<file path="src/hw/rtl/hb2_pkg.sv">
`timescale 1ns / 1ps
// hb2_pkg: shared types, s-box tables and round helper functions for the hummingbird-2 core
package hb2_pkg;

    typedef logic [15:0] t_word;
    typedef logic [3:0]  t_sbox [4][16];

    // configuration register indexes
    localparam logic [1:0] CFG_KEY_LO  = 2'd0;
    localparam logic [1:0] CFG_KEY_HI  = 2'd1;
    localparam logic [1:0] CFG_IV      = 2'd2;
    localparam logic [1:0] CFG_DECRYPT = 2'd3;

    // forward s-boxes, nibble i goes through box i
    localparam t_sbox SBOX_FWD = '{
        '{4'h7, 4'hC, 4'hE, 4'h9, 4'h2, 4'h1, 4'h5, 4'hF,
          4'hB, 4'h6, 4'hD, 4'h0, 4'h4, 4'h8, 4'hA, 4'h3},
        '{4'h4, 4'hA, 4'h1, 4'h6, 4'h8, 4'hF, 4'h7, 4'hC,
          4'h3, 4'h0, 4'hE, 4'hD, 4'h5, 4'h9, 4'hB, 4'h2},
        '{4'h2, 4'hF, 4'hC, 4'h1, 4'h5, 4'h6, 4'hA, 4'hD,
          4'hE, 4'h8, 4'h3, 4'h4, 4'h0, 4'hB, 4'h9, 4'h7},
        '{4'hF, 4'h4, 4'h5, 4'h8, 4'h9, 4'h7, 4'h2, 4'h1,
          4'hA, 4'h3, 4'h0, 4'hE, 4'h6, 4'hC, 4'hD, 4'hB}
    };

    // inverse s-boxes
    localparam t_sbox SBOX_INV = '{
        '{4'hB, 4'h5, 4'h4, 4'hF, 4'hC, 4'h6, 4'h9, 4'h0,
          4'hD, 4'h3, 4'hE, 4'h8, 4'h1, 4'hA, 4'h2, 4'h7},
        '{4'h9, 4'h2, 4'hF, 4'h8, 4'h0, 4'hC, 4'h3, 4'h6,
          4'h4, 4'hD, 4'h1, 4'hE, 4'h7, 4'hB, 4'hA, 4'h5},
        '{4'hC, 4'h3, 4'h0, 4'hA, 4'hB, 4'h4, 4'h5, 4'hF,
          4'h9, 4'hE, 4'h6, 4'hD, 4'h2, 4'h7, 4'h8, 4'h1},
        '{4'hA, 4'h7, 4'h6, 4'h9, 4'h1, 4'h2, 4'hC, 4'h5,
          4'h3, 4'h4, 4'h8, 4'hF, 4'hD, 4'hE, 4'hB, 4'h0}
    };

    // rotate left by a constant amount
    function automatic t_word rotl(t_word x, logic [3:0] s);
        logic [31:0] d;
        d = {x, x} << s;
        return d[31:16];
    endfunction

    // s-box layer, forward or inverse
    function automatic t_word apply_sbox(t_word x, logic inv);
        t_word y;
        for (int i = 0; i < 4; i++) begin
            y[4*i +: 4] = inv ? SBOX_INV[i][x[4*i +: 4]] : SBOX_FWD[i][x[4*i +: 4]];
        end
        return y;
    endfunction

    // linear layer
    function automatic t_word lin(t_word x);
        return x ^ rotl(x, 4'd6) ^ rotl(x, 4'd10);
    endfunction

    // inverse linear layer
    function automatic t_word lin_inv(t_word y);
        return y ^ rotl(y, 4'd2) ^ rotl(y, 4'd4) ^ rotl(y, 4'd12) ^ rotl(y, 4'd14);
    endfunction

endpackage

</file>
<file path="src/hw/rtl/hb2_fround.sv">
`timescale 1ns / 1ps
// hb2_fround: shared keyed f round, forward (key, s-box, linear) or inverse
module hb2_fround (
    input  logic [15:0] i_x,
    input  logic [15:0] i_key,
    input  logic        i_inv,
    output logic [15:0] o_y
);

    hb2_pkg::t_word w_fwd;
    hb2_pkg::t_word w_inv;

    // forward round: mix key, substitute, diffuse
    always_comb begin
        w_fwd = hb2_pkg::lin(hb2_pkg::apply_sbox(i_x ^ i_key, 1'b0));
    end

    // inverse round: undo diffusion, substitute back, mix key
    always_comb begin
        w_inv = hb2_pkg::apply_sbox(hb2_pkg::lin_inv(i_x), 1'b1) ^ i_key;
    end

    assign o_y = i_inv ? w_inv : w_fwd;

endmodule

</file>
<file path="src/hw/rtl/hummingbird2_word_cipher.sv">
`timescale 1ns / 1ps
// Hummingbird-2 word cipher: 16-bit words through one shared f round unit
// each word runs 16 f rounds (four layers of four f rounds) and then one state update;
// a word marked first of a message first runs the four initialization rounds
// a new word is accepted only when idle, after the last result has gone to the output register
// reset (synchronous, active low) clears the state words, the configuration registers and all control
module hummingbird2_word_cipher (
    input  logic        i_clk,
    input  logic        i_rst_n,
    // configuration write channel
    input  logic        i_cfg_valid,
    output logic        o_cfg_ready,
    input  logic [1:0]  i_cfg_index,
    input  logic [63:0] i_cfg_data,
    // input item channel
    input  logic        i_in_valid,
    output logic        o_in_ready,
    input  logic [15:0] i_word_in,
    input  logic        i_first_of_message,
    // result item channel
    output logic        o_out_valid,
    input  logic        i_out_ready,
    output logic [15:0] o_word_out
);

    localparam logic [1:0] ST_IDLE = 2'd0;
    localparam logic [1:0] ST_RUN  = 2'd1;
    localparam logic [1:0] ST_UPD  = 2'd2;

    // configuration
    logic [63:0] r_key_lo;
    logic [63:0] r_key_hi;
    logic [63:0] r_iv;
    logic        r_dec;

    // cipher state and working registers
    hb2_pkg::t_word r_st [8];
    hb2_pkg::t_word r_w;
    hb2_pkg::t_word r_x;
    hb2_pkg::t_word r_t1;
    hb2_pkg::t_word r_t2;
    hb2_pkg::t_word r_t3;
    hb2_pkg::t_word r_res;
    hb2_pkg::t_word r_out;
    logic           r_out_valid;

    // sequencer
    logic [1:0] r_state;
    logic       r_init;
    logic [1:0] r_rnd;
    logic [1:0] r_layer;
    logic [1:0] r_step;

    logic           w_in_acc;
    logic           w_out_free;
    logic           w_inv;
    logic [1:0]     w_kidx;
    logic           w_sel_hi;
    logic           w_mask;
    hb2_pkg::t_word w_kbase;
    hb2_pkg::t_word w_key;
    hb2_pkg::t_word w_layer_in;
    hb2_pkg::t_word w_x;
    hb2_pkg::t_word w_y;
    hb2_pkg::t_word w_post;
    hb2_pkg::t_word w_i0;
    hb2_pkg::t_word w_i1;
    hb2_pkg::t_word w_i2;
    hb2_pkg::t_word w_i3;
    hb2_pkg::t_word w_s3;

    assign o_cfg_ready = 1'b1;
    assign o_in_ready  = (r_state == ST_IDLE);
    assign o_out_valid = r_out_valid;
    assign o_word_out  = r_out;
    assign w_in_acc    = i_in_valid && o_in_ready;
    assign w_out_free  = !r_out_valid || i_out_ready;

    // direction: initialization always runs forward
    assign w_inv  = r_dec && !r_init;
    assign w_kidx = w_inv ? ~r_step : r_step;

    // subkey set of the current layer
    always_comb begin
        if (r_init) begin
            w_sel_hi = r_layer[0];
            w_mask   = 1'b0;
        end else if (r_dec) begin
            w_sel_hi = (r_layer == 2'd0) || (r_layer == 2'd2);
            w_mask   = (r_layer == 2'd1) || (r_layer == 2'd2);
        end else begin
            w_sel_hi = (r_layer == 2'd1) || (r_layer == 2'd3);
            w_mask   = (r_layer == 2'd1) || (r_layer == 2'd2);
        end
    end

    // subkey word, optionally mixed with the upper state words
    always_comb begin
        case (w_kidx)
            2'd0:    w_kbase = w_sel_hi ? r_key_hi[63:48] : r_key_lo[63:48];
            2'd1:    w_kbase = w_sel_hi ? r_key_hi[47:32] : r_key_lo[47:32];
            2'd2:    w_kbase = w_sel_hi ? r_key_hi[31:16] : r_key_lo[31:16];
            default: w_kbase = w_sel_hi ? r_key_hi[15:0]  : r_key_lo[15:0];
        endcase
        w_key = w_kbase ^ (w_mask ? r_st[{1'b1, w_kidx}] : 16'h0000);
    end

    // value entering a layer
    always_comb begin
        if (r_layer == 2'd0) begin
            if (r_init) begin
                w_layer_in = r_st[0] - {14'd0, r_rnd};
            end else if (r_dec) begin
                w_layer_in = r_w - r_st[0];
            end else begin
                w_layer_in = r_st[0] + r_w;
            end
        end else if (r_dec && !r_init) begin
            w_layer_in = r_x;
        end else begin
            w_layer_in = r_st[{1'b0, r_layer}] + r_x;
        end
        w_x = (r_step == 2'd0) ? w_layer_in : r_x;
    end

    hb2_fround u_fround (
        .i_x   (w_x),
        .i_key (w_key),
        .i_inv (w_inv),
        .o_y   (w_y)
    );

    // value leaving a layer
    always_comb begin
        if (r_init) begin
            w_post = w_y;
        end else if (r_dec) begin
            w_post = w_y - r_st[{1'b0, ~r_layer}];
        end else if (r_layer == 2'd3) begin
            w_post = w_y + r_st[0];
        end else begin
            w_post = w_y;
        end
    end

    // next state words of an initialization round
    always_comb begin
        w_i0 = hb2_pkg::rotl(r_st[0] + w_y, 4'd3);
        w_i1 = hb2_pkg::rotl(r_st[1] + r_t1, 4'd15);
        w_i2 = hb2_pkg::rotl(r_st[2] + r_t2, 4'd8);
        w_i3 = hb2_pkg::rotl(r_st[3] + r_t3, 4'd1);
    end

    // word state update term
    assign w_s3 = r_st[3] + r_st[0] + r_t3 + r_t1;

    // configuration registers
    always_ff @(posedge i_clk) begin
        if (!i_rst_n) begin
            r_key_lo <= 64'd0;
            r_key_hi <= 64'd0;
            r_iv     <= 64'd0;
            r_dec    <= 1'b0;
        end else if (i_cfg_valid && o_cfg_ready) begin
            case (i_cfg_index)
                hb2_pkg::CFG_KEY_LO:  r_key_lo <= i_cfg_data;
                hb2_pkg::CFG_KEY_HI:  r_key_hi <= i_cfg_data;
                hb2_pkg::CFG_IV:      r_iv     <= i_cfg_data;
                hb2_pkg::CFG_DECRYPT: r_dec    <= i_cfg_data[0];
                default:              r_dec    <= r_dec;
            endcase
        end
    end

    // sequencer and datapath registers
    always_ff @(posedge i_clk) begin
        if (!i_rst_n) begin
            r_state     <= ST_IDLE;
            r_init      <= 1'b0;
            r_rnd       <= 2'd0;
            r_layer     <= 2'd0;
            r_step      <= 2'd0;
            r_out_valid <= 1'b0;
            for (int i = 0; i < 8; i++) begin
                r_st[i] <= 16'h0000;
            end
        end else begin
            // the update cycle reloads the output register itself
            if (r_out_valid && i_out_ready && (r_state != ST_UPD)) begin
                r_out_valid <= 1'b0;
            end
            case (r_state)
                ST_IDLE: begin
                    if (w_in_acc) begin
                        r_w     <= i_word_in;
                        r_layer <= 2'd0;
                        r_step  <= 2'd0;
                        r_rnd   <= 2'd0;
                        r_init  <= i_first_of_message;
                        r_state <= ST_RUN;
                        if (i_first_of_message) begin
                            r_st[0] <= r_iv[63:48];
                            r_st[1] <= r_iv[47:32];
                            r_st[2] <= r_iv[31:16];
                            r_st[3] <= r_iv[15:0];
                            r_st[4] <= r_iv[63:48];
                            r_st[5] <= r_iv[47:32];
                            r_st[6] <= r_iv[31:16];
                            r_st[7] <= r_iv[15:0];
                        end
                    end
                end
                ST_RUN: begin
                    r_step <= r_step + 2'd1;
                    if (r_step != 2'd3) begin
                        r_x <= w_y;
                    end else begin
                        r_x     <= w_post;
                        r_layer <= r_layer + 2'd1;
                        if (r_init) begin
                            // initialization round: keep t1..t3, finish on the last layer
                            case (r_layer)
                                2'd0: r_t1 <= w_y;
                                2'd1: r_t2 <= w_y;
                                2'd2: r_t3 <= w_y;
                                default: begin
                                    r_st[0] <= w_i0;
                                    r_st[1] <= w_i1;
                                    r_st[2] <= w_i2;
                                    r_st[3] <= w_i3;
                                    r_st[4] <= r_st[4] ^ w_i0;
                                    r_st[5] <= r_st[5] ^ w_i1;
                                    r_st[6] <= r_st[6] ^ w_i2;
                                    r_st[7] <= r_st[7] ^ w_i3;
                                    r_rnd   <= r_rnd + 2'd1;
                                    if (r_rnd == 2'd3) begin
                                        r_init <= 1'b0;
                                    end
                                end
                            endcase
                        end else begin
                            // word layers: encrypt gives t1,t2,t3; decrypt gives t3,t2,t1
                            case (r_layer)
                                2'd0: begin
                                    if (r_dec) r_t3 <= w_post;
                                    else       r_t1 <= w_post;
                                end
                                2'd1: r_t2 <= w_post;
                                2'd2: begin
                                    if (r_dec) r_t1 <= w_post;
                                    else       r_t3 <= w_post;
                                end
                                default: begin
                                    r_res   <= w_post;
                                    r_state <= ST_UPD;
                                end
                            endcase
                        end
                    end
                end
                ST_UPD: begin
                    // update state and hand the result to the output register
                    if (w_out_free) begin
                        r_st[7]     <= r_st[7] ^ w_s3;
                        r_st[6]     <= r_st[6] ^ (r_st[2] + r_t2);
                        r_st[5]     <= r_st[5] ^ (r_st[1] + r_t1);
                        r_st[4]     <= r_st[4] ^ (r_st[0] + r_t3);
                        r_st[3]     <= w_s3;
                        r_st[2]     <= r_st[2] + r_t2;
                        r_st[1]     <= r_st[1] + r_t1;
                        r_st[0]     <= r_st[0] + r_t3;
                        r_out       <= r_res;
                        r_out_valid <= 1'b1;
                        r_state     <= ST_IDLE;
                    end
                end
                default: r_state <= ST_IDLE;
            endcase
        end
    end

    // a first item always starts with initialization
    a_first_init: assert property (@(posedge i_clk) disable iff (!i_rst_n)
        (w_in_acc && i_first_of_message) |=> r_init)
        else $error("initialization not started on first item");

    // initialization only happens while the round unit runs
    a_init_running: assert property (@(posedge i_clk) disable iff (!i_rst_n)
        r_init |-> (r_state == ST_RUN))
        else $error("initialization flag outside run state");

    // a result appears only out of the update cycle
    a_out_from_upd: assert property (@(posedge i_clk) disable iff (!i_rst_n)
        $rose(o_out_valid) |-> ($past(r_state) == ST_UPD))
        else $error("result raised outside update");

    // a full, stalled output register holds the update back
    a_upd_holds: assert property (@(posedge i_clk) disable iff (!i_rst_n)
        (r_state == ST_UPD && r_out_valid && !i_out_ready) |=> (r_state == ST_UPD))
        else $error("state updated over a pending result");

    // counters are parked while idle
    a_idle_counters: assert property (@(posedge i_clk) disable iff (!i_rst_n)
        (r_state == ST_IDLE) |-> (r_step == 2'd0 && r_layer == 2'd0 && !r_init))
        else $error("sequencer counters not parked in idle");

endmodule

</file>
<file path="config.mk">
export PLATFORM = sky130hd
export DESIGN_NAME = hummingbird2_word_cipher
export DESIGN_NICKNAME = d
export VERILOG_FILES = /design/src/hw/rtl/hb2_pkg.sv /design/src/hw/rtl/hb2_fround.sv /design/src/hw/rtl/hummingbird2_word_cipher.sv
export SDC_FILE = /design/constraint.sdc
export NUM_CORES = 2
export LEC_CHECK = 0
export ABC_AREA = 1
export BUFFER_PORTS_ARGS = -buffer_cell sky130_fd_sc_hd__buf_2
export CORE_ASPECT_RATIO = 1.1
export CORE_UTILIZATION = 46
export DETAILED_ROUTE_END_ITERATION = 7
export MAX_ROUTING_LAYER = met4
export PLACE_DENSITY = 0.63
export RECOVER_POWER = 50
export SETUP_SLACK_MARGIN = 0.1
export SYNTH_ARGS = -nofsm -noshare
export SYNTH_HDL_FRONTEND = slang
export SYNTH_SLANG_ARGS = --single-unit
</file>
<file path="constraint.sdc">
create_clock -name i_clk -period 22 [get_ports i_clk]
set_input_delay 2.2 -clock i_clk [delete_from_list [all_inputs] [get_ports i_clk]]
set_output_delay 2.2 -clock i_clk [all_outputs]
set_load 0.005 [all_outputs]
</file>
==> out/qor.yml <==
clk_latency_ns: 0.63
rsz0062_at_grt: "no"
start_util: 0.4668
clock_skew_ns: 0.03022
cp_top_family: "simple AND/OR/NAND/NOR gates"
start_kind: "flip-flop"
fin_crit_ns: 9.583
ys_ff_latch: 445
drt_drc_violations_left: 0
yosys.area_share.simple: 0.2363
cts.sinks: 445
hold_viol_final: 0
required_ns: 22.31
num_vias: 31360
synth_cells: 4479
min_period_over_period: 0.4356
yosysWarnings: 0
clk_path_buf_depth: 3
routedWlPerCell_um: 23.24
post_cts_buffers: 0
grtUsageTotal: 0.3638
tightest_slew_ns: 4.133
viasPerCell: 5.726
max_slew_margin: -1.756
die_h_um: 280.3
antenna_found_initial: 1
cp_slowest_stage_delay_ns: 0.75
avgSynthCellArea_um2: 7.230
yosys.cell_types.count: 65
cts_tree: "done"
synth-edff-count: 240
fmax_mhz: 104.4
grt_pass1_wl_mm: 185.7
setup_viol: 0
fin_setup_tns_ns: 0
clkTransAtPathRegs_ns: 0.06
violations: "capacitance limit, slew limit"
portBuffers: 105
rows: 101
crit_path_end_kind: "flip-flop"
core-area_um2: 69380
outcome: "finished, violations left"
ys.flop_type: "edfxtp_1"
worst_path_most_repeated_cell: "nand2_1"
dr.pass1.iters: 6
io_pins: 107
crit_slowest_cell: "dfxtp_1"
fin_nets: 4817
synth_fa_ha_area_frac: 0.09520
grt_overflow: 0
path_buf_inv: 6
synthMuxAreaShare: 0
dp_hpwl_mm: 97.44
die-area_um2: 71460
dr.first_iter.drc_count: 3395
cts_root_buf: "clkbuf_16"
ys_seq_area_frac: 0.3493
worstSetupPathType: "reg -> reg"
drive_gt1_frac: 0.07016
synth_top_family_by_area: "simple AND/OR/NAND/NOR gates"
drtAntennaViolNets: 0
path_max_fanout: 51
cts_made_buffers: 52
cp.arrival_ns: 9.90
slew_violations: 396
synth_area_um2: 32380
syn_nets: 4790
grt_max_degree: 96
totalWireLength_mm: 127.3
ctsHoldBuffers: 0
htreeDepth: 2
place.gp.congestion: 1.057
synthArstFlopShare: 0
areaGrowthSynthToFinish_pct: 9.266
cts_resized: 0
hp-class: "reg -> reg"
first_global_vias: 28310
die-width_um: 255.0
synth-compound-area-share: 0.1859
cap_violations: 7
synth-xor-area-share: 0.04760
kinds of logic (layout without fill, tap and decap cells):
family / count (synthesis) / count (layout)
adders and majority gates: 223 / 223
other: 1 / 4
and+or+nand+nor: 1866 / 1866
AOI/OAI and AO/OA: 1067 / 1067
DFF: 445 / 445
buffers and inverters: 713 / 781
xor gates and xnor gates: 164 / 164
through the flow:
step | cell area (um2) | hold WS [ns] | utilization | instances | worst slack [ns]
floorplan | 32380 | 0.4003 | - | 4479 | 14.89
global route | 35380 | 0.4250 | 0.5099 | 5474 | 11.71
global placement | 33740 | 0.4053 | 0.4863 | 5379 | 12.77
CTS | 35450 | 0.4157 | 0.5110 | 5474 | 12.67
finish | 35380 | 0.4175 | 0.5100 | 5477 | 12.42
detailed placement | 33740 | 0.4054 | 0.4863 | 5379 | 12.73
placed cells by master (no fill, tap or decap), types with 10 or more instances in the layout:
cell and instances:
a21oi_1 299, a22oi_1 21, a31oi_1 26, and2_1 11, buf_2 97, buf_4 35, clkbuf_1 34, clkbuf_16 53
clkinv_1 10, dfxtp_1 205, edfxtp_1 240, fa_1 39, ha_1 184, inv_1 509, inv_2 18, nand2_1 1090
nand3_1 259, nand3b_1 11, nand4_1 18, nor2_1 393, o211ai_1 66, o21ai_0 464, o21ai_1 39, o21bai_1 11
o221ai_1 35, o22ai_1 42, or2_2 40, xnor2_1 43, xor2_1 107, xor2_2 10
synth_stat cells, types with 5 or more instances:
| cell | instances | area [um2] |
|---|---|---|
| a211oi_1 | 5 | 37.54 |
| a21boi_1 | 7 | 52.55 |
| a21o_1 | 5 | 37.54 |
| a21oi_1 | 299 | 1496 |
| a221oi_1 | 7 | 61.31 |
| a22oi_1 | 21 | 157.7 |
| a31oi_1 | 26 | 162.7 |
| a32o_1 | 5 | 50.05 |
| and2_1 | 11 | 68.82 |
| buf_1 | 12 | 45.04 |
| buf_2 | 19 | 95.09 |
| buf_4 | 12 | 90.09 |
| clkbuf_1 | 130 | 488.0 |
| clkinv_1 | 6 | 22.52 |
| dfxtp_1 | 205 | 4104 |
| edfxtp_1 | 240 | 7207 |
| fa_1 | 39 | 780.8 |
| ha_1 | 184 | 2302 |
| inv_1 | 510 | 1914 |
| inv_2 | 18 | 67.56 |
| nand2_1 | 1091 | 4095 |
| nand2_2 | 9 | 56.30 |
| nand3_1 | 262 | 1311 |
| nand3b_1 | 11 | 82.58 |
| nand4_1 | 18 | 112.6 |
| nor2_1 | 398 | 1494 |
| nor3_1 | 9 | 45.04 |
| o211ai_1 | 66 | 495.5 |
| o21a_1 | 7 | 52.55 |
| o21ai_0 | 464 | 2322 |
| o21ai_1 | 39 | 195.2 |
| o21bai_1 | 11 | 82.58 |
| o221ai_1 | 35 | 306.5 |
| o22ai_1 | 42 | 262.8 |
| o311ai_0 | 5 | 43.79 |
| o31ai_1 | 6 | 45.04 |
| or2_2 | 40 | 250.2 |
| xnor2_1 | 43 | 376.6 |
| xor2_1 | 107 | 937.2 |
| xor2_2 | 10 | 162.7 |
cell type report:
type / count / area, um2
Clock inverter: 20 / 239.0
Tap cell: 927 / 1160
Timing Repair Buffer: 151 / 819.5
Fill cell: 6909 / 34000
Multi-Input combinational cell: 3321 / 18360
Antenna cell: 3 / 7.507
Inverter: 535 / 2009
Clock buffer: 75 / 1479
Sequential cell: 445 / 11310
registers in the layout (all words and copies together) (netlist names), 16 cells and up, named ones only:
register / count
o_word_out: 16
r_iv: 64
r_key_hi: 64
r_key_lo: 64
r_res: 16
r_st: 128
r_t1: 16
r_t2: 16
r_t3: 16
r_w: 16
r_x: 16
path summary, 6_finish.rpt:
| check | start | to | slack [ns] | depth (start not counted) |
|---|---|---|---|---|
| max | r_layer[1] | r_t3[12] | 12.42 | 42 |
| min | r_res[5] | o_word_out[5] | 0.42 | 0 |
| max reg2reg | r_layer[1] | r_t3[12] | 12.42 | 42 |
| min reg2reg | r_res[5] | o_word_out[5] | 0.42 | 0 |
routing by layer:
layer  wire, um  track usage  part of all wire
met3      11310      0.04991             0.089
met5          0            -                 0
met2      56350       0.5522              0.44
met1      51500       0.4676              0.40
met4       8125       0.1973             0.064
Power is left out: the tool's default activity adds up to more than one toggle a clock period on the data nets, which glitch-free logic cannot reach.
